`config.mk`:
```
export PLATFORM = sky130hd
export DESIGN_NAME = led_marquee_speed_selector
export DESIGN_NICKNAME = d
export VERILOG_FILES = /design/src/rtl/lmss_pkg.sv /design/src/rtl/lmss_cfg.sv /design/src/rtl/lmss_core.sv /design/src/rtl/led_marquee_speed_selector.sv
export SDC_FILE = /design/constraint.sdc
export NUM_CORES = 1
export LEC_CHECK = 0
export ABC_AREA = 1
export BUFFER_PORTS_ARGS = -buffer_cell sky130_fd_sc_hd__buf_4
export CAP_MARGIN = 20
export CORE_ASPECT_RATIO = 1.25
export CORE_MARGIN = 1
export CORE_UTILIZATION = 35
export CTS_CLUSTER_SIZE = 40
export DETAILED_ROUTE_END_ITERATION = 16
export GPL_TIMING_DRIVEN = 0
export PLACE_DENSITY_LB_ADDON = 0.08
export SETUP_SLACK_MARGIN = 0.2
export SYNTH_ARGS = -nofsm -noshare
export SYNTH_HDL_FRONTEND = slang
export SYNTH_SLANG_ARGS = --single-unit
export TNS_END_PERCENT = 100
```
`constraint.sdc`:
```
create_clock -name clk -period 3.4 [get_ports clk]
set_input_delay 0.51 -clock clk [delete_from_list [all_inputs] [get_ports clk]]
set_output_delay 0.51 -clock clk [all_outputs]
set_load 0.01 [all_outputs]
```
`src/rtl/lmss_pkg.sv`:
```
// Package for the LED marquee speed selector.
// Holds the shared types, register indexes and the digit glyph table.
// No dependencies; used by every other file of the block.
package lmss_pkg;

  localparam int unsigned REG_W     = 8;
  localparam int unsigned CFG_IDX_W = 3;
  localparam int unsigned NUM_SPEED = 4;
  localparam int unsigned POS_W     = 3;
  localparam int unsigned SPEED_W   = 2;

  // Register indexes of the configuration port.
  localparam logic [CFG_IDX_W-1:0] IDX_SPEED_PERIOD_0 = 3'd0;
  localparam logic [CFG_IDX_W-1:0] IDX_SPEED_PERIOD_1 = 3'd1;
  localparam logic [CFG_IDX_W-1:0] IDX_SPEED_PERIOD_2 = 3'd2;
  localparam logic [CFG_IDX_W-1:0] IDX_SPEED_PERIOD_3 = 3'd3;
  localparam logic [CFG_IDX_W-1:0] IDX_BLINK_PERIOD   = 3'd4;

  localparam logic [REG_W-1:0] RST_SPEED_PERIOD_0 = 8'd5;
  localparam logic [REG_W-1:0] RST_SPEED_PERIOD_1 = 8'd10;
  localparam logic [REG_W-1:0] RST_SPEED_PERIOD_2 = 8'd20;
  localparam logic [REG_W-1:0] RST_SPEED_PERIOD_3 = 8'd2;
  localparam logic [REG_W-1:0] RST_BLINK_PERIOD   = 8'd3;

  localparam logic [7:0] LEDS_OFF  = 8'hff;
  localparam logic [7:0] LED_PAIR  = 8'h03;
  localparam logic [7:0] DIGIT_ONE = 8'h01;

  // Output word layout.
  localparam int unsigned OUT_TDATA_W = 32;
  localparam int unsigned IN_TDATA_W  = 8;

  typedef struct packed {
    logic [NUM_SPEED-1:0][REG_W-1:0] speed_period;
    logic [REG_W-1:0]                blink_period;
  } lmss_cfg_t;

  typedef struct packed {
    logic               display_update;
    logic [SPEED_W-1:0] speed_sel;
    logic               blink_led;
    logic [7:0]         led_bar;
    logic [7:0]         digit_select;
    logic [7:0]         segment_pattern;
  } lmss_result_t;

  // Digit position p shows the glyph of the number p+1.
  function automatic logic [7:0] glyph_for_pos(input logic [POS_W-1:0] pos);
    logic [7:0] g;
    case (pos)
      3'd0:    g = 8'h06;
      3'd1:    g = 8'h5b;
      3'd2:    g = 8'h4f;
      3'd3:    g = 8'h66;
      3'd4:    g = 8'h6d;
      3'd5:    g = 8'h7d;
      3'd6:    g = 8'h07;
      3'd7:    g = 8'h7f;
      default: g = 8'h00;
    endcase
    return g;
  endfunction

endpackage

```
`src/rtl/lmss_cfg.sv`:
```
// Configuration register file of the LED marquee speed selector.
// Depends on lmss_pkg for register indexes, reset values and the config struct.
module lmss_cfg (
  input  logic                             clk,
  input  logic                             rst_n,
  input  logic                             cfg_wr_en,
  input  logic [lmss_pkg::CFG_IDX_W-1:0]   cfg_addr,
  input  logic [lmss_pkg::REG_W-1:0]       cfg_wdata,
  output lmss_pkg::lmss_cfg_t              cfg_o
);

  lmss_pkg::lmss_cfg_t cfg_r, cfg_nxt;

  always_comb begin
    cfg_nxt = cfg_r;
    if (cfg_wr_en) begin
      case (cfg_addr)
        lmss_pkg::IDX_SPEED_PERIOD_0: cfg_nxt.speed_period[0] = cfg_wdata;
        lmss_pkg::IDX_SPEED_PERIOD_1: cfg_nxt.speed_period[1] = cfg_wdata;
        lmss_pkg::IDX_SPEED_PERIOD_2: cfg_nxt.speed_period[2] = cfg_wdata;
        lmss_pkg::IDX_SPEED_PERIOD_3: cfg_nxt.speed_period[3] = cfg_wdata;
        lmss_pkg::IDX_BLINK_PERIOD:   cfg_nxt.blink_period    = cfg_wdata;
        default:                      cfg_nxt = cfg_r;
      endcase
    end
  end

  always_ff @(posedge clk) begin
    if (!rst_n) begin
      cfg_r.speed_period[0] <= lmss_pkg::RST_SPEED_PERIOD_0;
      cfg_r.speed_period[1] <= lmss_pkg::RST_SPEED_PERIOD_1;
      cfg_r.speed_period[2] <= lmss_pkg::RST_SPEED_PERIOD_2;
      cfg_r.speed_period[3] <= lmss_pkg::RST_SPEED_PERIOD_3;
      cfg_r.blink_period    <= lmss_pkg::RST_BLINK_PERIOD;
    end else begin
      cfg_r <= cfg_nxt;
    end
  end

  assign cfg_o = cfg_r;

endmodule

```
`src/rtl/lmss_core.sv`:
```
// Tick processing core: button edge detect, prescalers, blink and marquee state.
// Depends on lmss_pkg for the config and result structs and the glyph table.
module lmss_core #(
  parameter int unsigned TICKS_PER_FAST = 10,
  parameter int unsigned TICKS_PER_SLOW = 100
) (
  input  logic                  clk,
  input  logic                  rst_n,
  input  logic                  step,
  input  logic                  button_level,
  input  lmss_pkg::lmss_cfg_t   cfg,
  output lmss_pkg::lmss_result_t result_nxt
);

  localparam int unsigned FAST_W = $clog2(TICKS_PER_FAST);
  localparam int unsigned SLOW_W = $clog2(TICKS_PER_SLOW);
  localparam logic [FAST_W-1:0] FAST_RELOAD = FAST_W'(TICKS_PER_FAST - 1);
  localparam logic [SLOW_W-1:0] SLOW_RELOAD = SLOW_W'(TICKS_PER_SLOW - 1);
  localparam logic [FAST_W-1:0] FAST_ONE    = FAST_W'(1);
  localparam logic [SLOW_W-1:0] SLOW_ONE    = SLOW_W'(1);
  localparam logic [lmss_pkg::REG_W-1:0]   REG_ONE   = {{(lmss_pkg::REG_W-1){1'b0}}, 1'b1};
  localparam logic [lmss_pkg::POS_W-1:0]   POS_ONE   = {{(lmss_pkg::POS_W-1){1'b0}}, 1'b1};
  localparam logic [lmss_pkg::SPEED_W-1:0] SPEED_ONE = {{(lmss_pkg::SPEED_W-1){1'b0}}, 1'b1};

  logic [FAST_W-1:0]                fast_prescale_r, fast_prescale_nxt;
  logic [SLOW_W-1:0]                slow_prescale_r, slow_prescale_nxt;
  logic [lmss_pkg::REG_W-1:0]       blink_count_r, blink_count_nxt;
  logic [lmss_pkg::REG_W-1:0]       step_count_r, step_count_nxt;
  logic [lmss_pkg::POS_W-1:0]       position_r, position_nxt;
  logic                             second_digit_r, second_digit_nxt;
  logic [lmss_pkg::SPEED_W-1:0]     speed_index_r, speed_index_nxt;
  logic                             button_held_r, button_held_nxt;
  logic                             blink_level_r, blink_level_nxt;
  logic [7:0]                       segment_r, segment_nxt;
  logic [7:0]                       select_r, select_nxt;
  logic [7:0]                       led_r, led_nxt;

  logic                             fast_fire, slow_fire;
  logic [lmss_pkg::REG_W-1:0]       blink_inc, step_inc;
  logic [lmss_pkg::POS_W-1:0]       digit_pos;
  logic [15:0]                      pair_wide;

  always_comb begin
    button_held_nxt = button_held_r;
    speed_index_nxt = speed_index_r;
    if (!button_level) begin
      button_held_nxt = 1'b1;
    end else if (button_held_r) begin
      speed_index_nxt = speed_index_r + SPEED_ONE;
      button_held_nxt = 1'b0;
    end

    fast_fire         = (fast_prescale_r == '0);
    slow_fire         = (slow_prescale_r == '0);
    fast_prescale_nxt = fast_fire ? FAST_RELOAD : fast_prescale_r - FAST_ONE;
    slow_prescale_nxt = slow_fire ? SLOW_RELOAD : slow_prescale_r - SLOW_ONE;

    // Fast event: blink divider and display refresh.
    blink_inc        = blink_count_r + REG_ONE;
    blink_count_nxt  = blink_count_r;
    blink_level_nxt  = blink_level_r;
    segment_nxt      = segment_r;
    select_nxt       = select_r;
    led_nxt          = led_r;
    second_digit_nxt = second_digit_r;
    digit_pos        = position_r + lmss_pkg::POS_W'(second_digit_r);
    pair_wide        = {8'h00, lmss_pkg::LED_PAIR} << position_r;
    if (fast_fire) begin
      if (blink_inc >= cfg.blink_period) begin
        blink_count_nxt = '0;
        blink_level_nxt = ~blink_level_r;
      end else begin
        blink_count_nxt = blink_inc;
      end
      segment_nxt      = lmss_pkg::glyph_for_pos(digit_pos);
      select_nxt       = lmss_pkg::DIGIT_ONE << digit_pos;
      second_digit_nxt = ~second_digit_r;
      // The pair wraps from LED 7 back to LED 0.
      led_nxt          = ~(pair_wide[7:0] | pair_wide[15:8]);
    end

    // Slow event uses the speed index as already updated by this tick's button.
    step_inc       = step_count_r + REG_ONE;
    step_count_nxt = step_count_r;
    position_nxt   = position_r;
    if (slow_fire) begin
      if (step_inc >= cfg.speed_period[speed_index_nxt]) begin
        step_count_nxt = '0;
        position_nxt   = position_r + POS_ONE;
      end else begin
        step_count_nxt = step_inc;
      end
    end

    result_nxt.segment_pattern = segment_nxt;
    result_nxt.digit_select    = select_nxt;
    result_nxt.led_bar         = led_nxt;
    result_nxt.blink_led       = blink_level_nxt;
    result_nxt.speed_sel       = speed_index_nxt;
    result_nxt.display_update  = fast_fire;
  end

  always_ff @(posedge clk) begin
    if (!rst_n) begin
      fast_prescale_r <= FAST_RELOAD;
      slow_prescale_r <= SLOW_RELOAD;
      blink_count_r   <= '0;
      step_count_r    <= '0;
      position_r      <= '0;
      second_digit_r  <= 1'b0;
      speed_index_r   <= '0;
      button_held_r   <= 1'b0;
      blink_level_r   <= 1'b0;
      segment_r       <= '0;
      select_r        <= '0;
      led_r           <= lmss_pkg::LEDS_OFF;
    end else if (step) begin
      fast_prescale_r <= fast_prescale_nxt;
      slow_prescale_r <= slow_prescale_nxt;
      blink_count_r   <= blink_count_nxt;
      step_count_r    <= step_count_nxt;
      position_r      <= position_nxt;
      second_digit_r  <= second_digit_nxt;
      speed_index_r   <= speed_index_nxt;
      button_held_r   <= button_held_nxt;
      blink_level_r   <= blink_level_nxt;
      segment_r       <= segment_nxt;
      select_r        <= select_nxt;
      led_r           <= led_nxt;
    end
  end

endmodule

```
`src/rtl/led_marquee_speed_selector.sv`:
```
// LED marquee with speed selector. Each input word is one 1 ms tick carrying the
// active-low button level; every tick yields exactly one result word. One word is
// accepted per clock cycle when the output side keeps up. A word waits in the input
// register until the result register is free or being emptied; the step then moves it
// through the tick processing core into the result register, from which its result is
// presented on the output.
// Periods are set through the write port (indexes 0..3 speed periods, 4 blink).
// Depends on lmss_pkg, lmss_cfg and lmss_core.
module led_marquee_speed_selector #(
  parameter int unsigned TICKS_PER_FAST = 10,
  parameter int unsigned TICKS_PER_SLOW = 100
) (
  input  logic                                  clk,
  input  logic                                  rst_n,
  // in_tdata: [0] button_level, [7:1] zero
  input  logic                                  in_tvalid,
  output logic                                  in_tready,
  input  logic [lmss_pkg::IN_TDATA_W-1:0]       in_tdata,
  // out_tdata: [7:0] segment_pattern, [15:8] digit_select, [23:16] led_bar,
  // [24] blink_led, [26:25] speed_sel, [27] display_update, [31:28] zero
  output logic                                  out_tvalid,
  input  logic                                  out_tready,
  output logic [lmss_pkg::OUT_TDATA_W-1:0]      out_tdata,
  input  logic                                  cfg_wr_en,
  input  logic [lmss_pkg::CFG_IDX_W-1:0]        cfg_addr,
  input  logic [lmss_pkg::REG_W-1:0]            cfg_wdata
);

  localparam int unsigned RES_W = $bits(lmss_pkg::lmss_result_t);

  logic                   in_valid_r;
  logic                   level_r;
  logic                   out_valid_r;
  lmss_pkg::lmss_result_t out_data_r;
  lmss_pkg::lmss_result_t result_nxt;
  lmss_pkg::lmss_cfg_t    cfg;
  logic                   step;

  // The core advances when a word waits in the input register and the result
  // register is free or being emptied this cycle.
  assign step      = in_valid_r && (!out_valid_r || out_tready);
  assign in_tready = !in_valid_r || step;

  lmss_cfg u_cfg (
    .clk       (clk),
    .rst_n     (rst_n),
    .cfg_wr_en (cfg_wr_en),
    .cfg_addr  (cfg_addr),
    .cfg_wdata (cfg_wdata),
    .cfg_o     (cfg)
  );

  lmss_core #(
    .TICKS_PER_FAST (TICKS_PER_FAST),
    .TICKS_PER_SLOW (TICKS_PER_SLOW)
  ) u_core (
    .clk          (clk),
    .rst_n        (rst_n),
    .step         (step),
    .button_level (level_r),
    .cfg          (cfg),
    .result_nxt   (result_nxt)
  );

  always_ff @(posedge clk) begin
    if (!rst_n) begin
      in_valid_r  <= 1'b0;
      out_valid_r <= 1'b0;
    end else begin
      if (in_tready) begin
        in_valid_r <= in_tvalid;
      end
      if (step) begin
        out_valid_r <= 1'b1;
      end else if (out_tready) begin
        out_valid_r <= 1'b0;
      end
    end
  end

  always_ff @(posedge clk) begin
    if (in_tvalid && in_tready) begin
      level_r <= in_tdata[0];
    end
    if (step) begin
      out_data_r <= result_nxt;
    end
  end

  assign out_tvalid = out_valid_r;
  assign out_tdata  = {(lmss_pkg::OUT_TDATA_W - RES_W)'(0), out_data_r};

  // A word must never be taken while the input register holds one that cannot move.
  a_no_input_overwrite: assert property (@(posedge clk) disable iff (!rst_n)
    (in_tvalid && in_tready) |-> (!in_valid_r || step))
    else $error("input word accepted over a stalled word");

  // A refresh always drives exactly one digit.
  a_refresh_onehot: assert property (@(posedge clk) disable iff (!rst_n)
    (out_valid_r && out_data_r.display_update) |-> $onehot(out_data_r.digit_select))
    else $error("display refresh without a single digit select");

  // A refresh always lights exactly two LEDs of the bar.
  a_refresh_pair: assert property (@(posedge clk) disable iff (!rst_n)
    (out_valid_r && out_data_r.display_update) |-> ($countones(out_data_r.led_bar) == 6))
    else $error("display refresh without exactly two lit LEDs");

  // Every step loads a fresh result that is presented on the next cycle.
  a_step_loads_result: assert property (@(posedge clk) disable iff (!rst_n)
    step |=> out_valid_r)
    else $error("result register not loaded after a step");

endmodule
```
==> impl_metrics.yaml <==
global_route:
  met1_usage_pct: 19.9
  overflow: 0
  gr-max-usage-layer: "met2"
  grt_max_degree: 38
  grt_pass1_vias: 4652
  antenna_found_initial: 0
  grt_pass1_wl_um: 23000
  grt_usage_pct: 16.8
  use_met3_pct: 3.94
  use_met2_pct: 29.5
power_and_ir_drop:
  power_frac_comb_pct: 7.7
  swShare_pct: 24.2
  clkPwrFrac_pct: 49.0
  p_per_area_nw_per_um2: 524
  p_leak_nw: 3.25
  vdd_drop_max_mv: 0.316
  power.net_switching_mw: 0.924
  seq_power_share_pct: 43.4
  p_int_mw: 2.89
logic_synthesis:
  synth_area_leaders: "dfxtp_1 (33%), edfxtp_1 (14%), o21ai_0 (7.2%)"
  synthXorXnorAreaFrac_pct: 2.44
  synthesis.area_um2: 6040
  yosys.area.top_type_share_pct: 33.5
  synth_cell_types: 44
  synth_top_cell_by_area: "dfxtp_1"
  muxShareOfSynthArea_pct: 0
  synth_cells: 734
  ys_seq_elements: 130
  ys_warn_count: 0
  seq_area_frac_synth_pct: 47.9
  synth_compound_area_share_pct: 14.8
  synth-adder-area-share_pct: 5.80
  synth_top_family_by_area: "simple AND/OR/NAND/NOR gates"
  synth-simple-area-share_pct: 20.5
  syn_avg_cell_area_um2: 8.23
hold_path:
  hold_path_class: "in2reg"
die:
  die-height_um: 149
  pin_count: 58
  rows: 53
  core_area_um2: 16800
  start_util_pct: 35.9
  die_area_um2: 17800
  fp.dieW_um: 120
cells_and_area:
  area_growth_syn_to_layout_pct: 20.4
  final_nets: 853
  ff_latch_area_um2: 2890
  final_cell_mix: "nand2_1 (108), dfxtp_1 (101), nor2_1 (90)"
  multiInputGateArea_um2: 2640
  fillers: 1725
  final_core_utilization_pct: 43.2
  layout-drive-gt1-share_pct: 15.4
  num_antenna_cells: 0
  final_common_cell: "nand2_1"
sta:
  post-route-period-util_pct: 85.9
  fin_tns_setup_ns: 0
  worst_pin_slew_ns: 0.813
  hold_viol: 0
  skew_ns: 0.00627
  setup_viol: 0
  slew_headroom_pct: 45.8
  drv_slew: 0
  max_freq_mhz: 343
  holdWs_ns: 0.277
  finalCriticalPeriod_ns: 2.92
  rsz0062_at_grt: "false"
critical_path:
  cp_slowest_cell: "xnor2_2"
  path_cells: "nand3_2 > xnor2_2 > inv_2 > o21ai_0 > nor2_1 > a21oi_1 > ha_1 > nand2_1 > a21oi_1 > nor3_1 > nand3_1 > inv_1 > nand3_1 > o21ai_0"
  worst_path_largest_cell_delay_ns: 0.45
  critical_path_arrival_ns: 3.26
  cp_max_fo: 10
  critPathLaunchType: "flip-flop"
  end_kind: "flip-flop"
  required_ns: 3.74
  path_class: "reg2reg"
route:
  ant_nets: 0
  drc: 0
  wl_per_cell_um: 13.6
  vias_per_cell: 4.71
  dr.first_iter.drc_count: 303
  routed_wl_um: 14100
  vias: 4873
  first_pass_iters: 4
placement:
  io_buffers: 45
  place.detailed.hpwl_um: 10200
  gp_congestion: 0.793
clock_tree:
  cts_root_buffer: "clkbuf_16"
  clk_pin_slew_ns: 0.06
  clock-sinks: 130
  cts_max_level: 4
  ctsResizeCount: 0
  numCtsBuffers: 17
  insertion_delay_ns: 0.41
  clock_path_buffers: 2
  cts_tree: "done"
  cts_hold_buf: 0
  post_cts_buffers: 0
status:
  status: "complete, no violations"
run:
  cap_violations: 0
## power groups by stage
| stage | Clock, mW | Sequential, mW | Combinational, mW |
|---|---|---|---|
| global placement | 0 | 1.69 | 0.293 |
| global route | 1.98 | 1.66 | 0.331 |
| CTS | 1.91 | 1.65 | 0.298 |
| detailed placement | 0 | 1.69 | 0.297 |
| floorplan | 0 | 1.69 | 0.180 |
| finish | 1.87 | 1.65 | 0.293 |
## synthesized netlist by cell type (all sizes together)
master and count:
a211oi 3, a21o 1, a21oi 51, a31oi 4, buf 19, clkbuf 10, clkinv 2, conb 1
dfxtp 101, edfxtp 29, ha 28, inv 92, nand2 113, nand3 42, nand3b 1, nand4 1
nor2 100, nor3 6, nor4 1, o211ai 4, o21a 4, o21ai 97, o21bai 1, o22ai 4
or2 3, xnor2 4, xor2 12
## state kept, by name, indices dropped and copies added (netlist names), 4 cells and up
register and flops:
u_core.slow_prescale_r 7, u_cfg.cfg_o 40, u_core.fast_prescale_r 4, u_core.led_r 8
u_core.segment_r 8, u_core.select_r 8, u_core.blink_count_r 8, out_tdata 28
u_core.step_count_r 8
## cell type report
type / instances / share of cell area, %
clock buffers: 17 / 5.85
inverters: 94 / 4.85
well taps: 220 / 3.78
repair buffers: 45 / 4.64
multi-input cells: 484 / 36.3
plain buffers: 29 / 2.29
flip-flops and latches: 130 / 39.8
clock inverters: 15 / 2.51
## final timing paths
| kind | cells past startpoint | to | from | slack, ns |
|---|---|---|---|---|
| setup / recovery | 14 | u_core.step_count_r[5]$_SDFFE_PN0P_ | level_r$_DFFE_PP_ | 0.48 |
| hold / removal | 1 | level_r$_DFFE_PP_ | in_tdata[0] | 0.28 |
| setup reg to reg | 14 | u_core.step_count_r[5]$_SDFFE_PN0P_ | level_r$_DFFE_PP_ | 0.48 |
| hold reg to reg | 2 | u_core.segment_r[7]$_SDFFE_PN0P_ | u_core.segment_r[7]$_SDFFE_PN0P_ | 0.44 |
## cells by family (layout without fill, tap and decap cells)
kind of cell               after synthesis  after routing
DFF                                    130            130
and+or+nand+nor                        267            267
AOI/OAI and AO/OA                      169            169
adders and majority gates               28             28
other                                    1              4
buffers and inverters                  123            200
xor gates and xnor gates                16             16
## worst max-delay path, delay by kind of cell (launching register included)
kind,cells,cell delay (ns)
simple gates,6,0.76
flops,1,0.42
compound gates,4,0.46
xor+xnor,1,0.45
buf+inv,2,0.45
fa+ha+maj,1,0.30
## metal layers
layer,vias to the layer above,share of wire [%]
met5,-,0
met4,0,1.3
met3,10,2.6
met2,70,51
met1,2267,45
li1,2526,-
## metrics by stage
step	total power [mW]	std cells	cell area [um2]	worst slack (ns)
global placement	1.98	1002	6670	0.479
global route	3.97	1034	7270	0.200
CTS	3.86	1034	7270	0.414
finish	3.81	1034	7270	0.481
detailed placement	1.98	1002	6670	0.448
floorplan	1.87	737	6050	1.16
No activity file was read; power rests on OpenSTA's default activity.
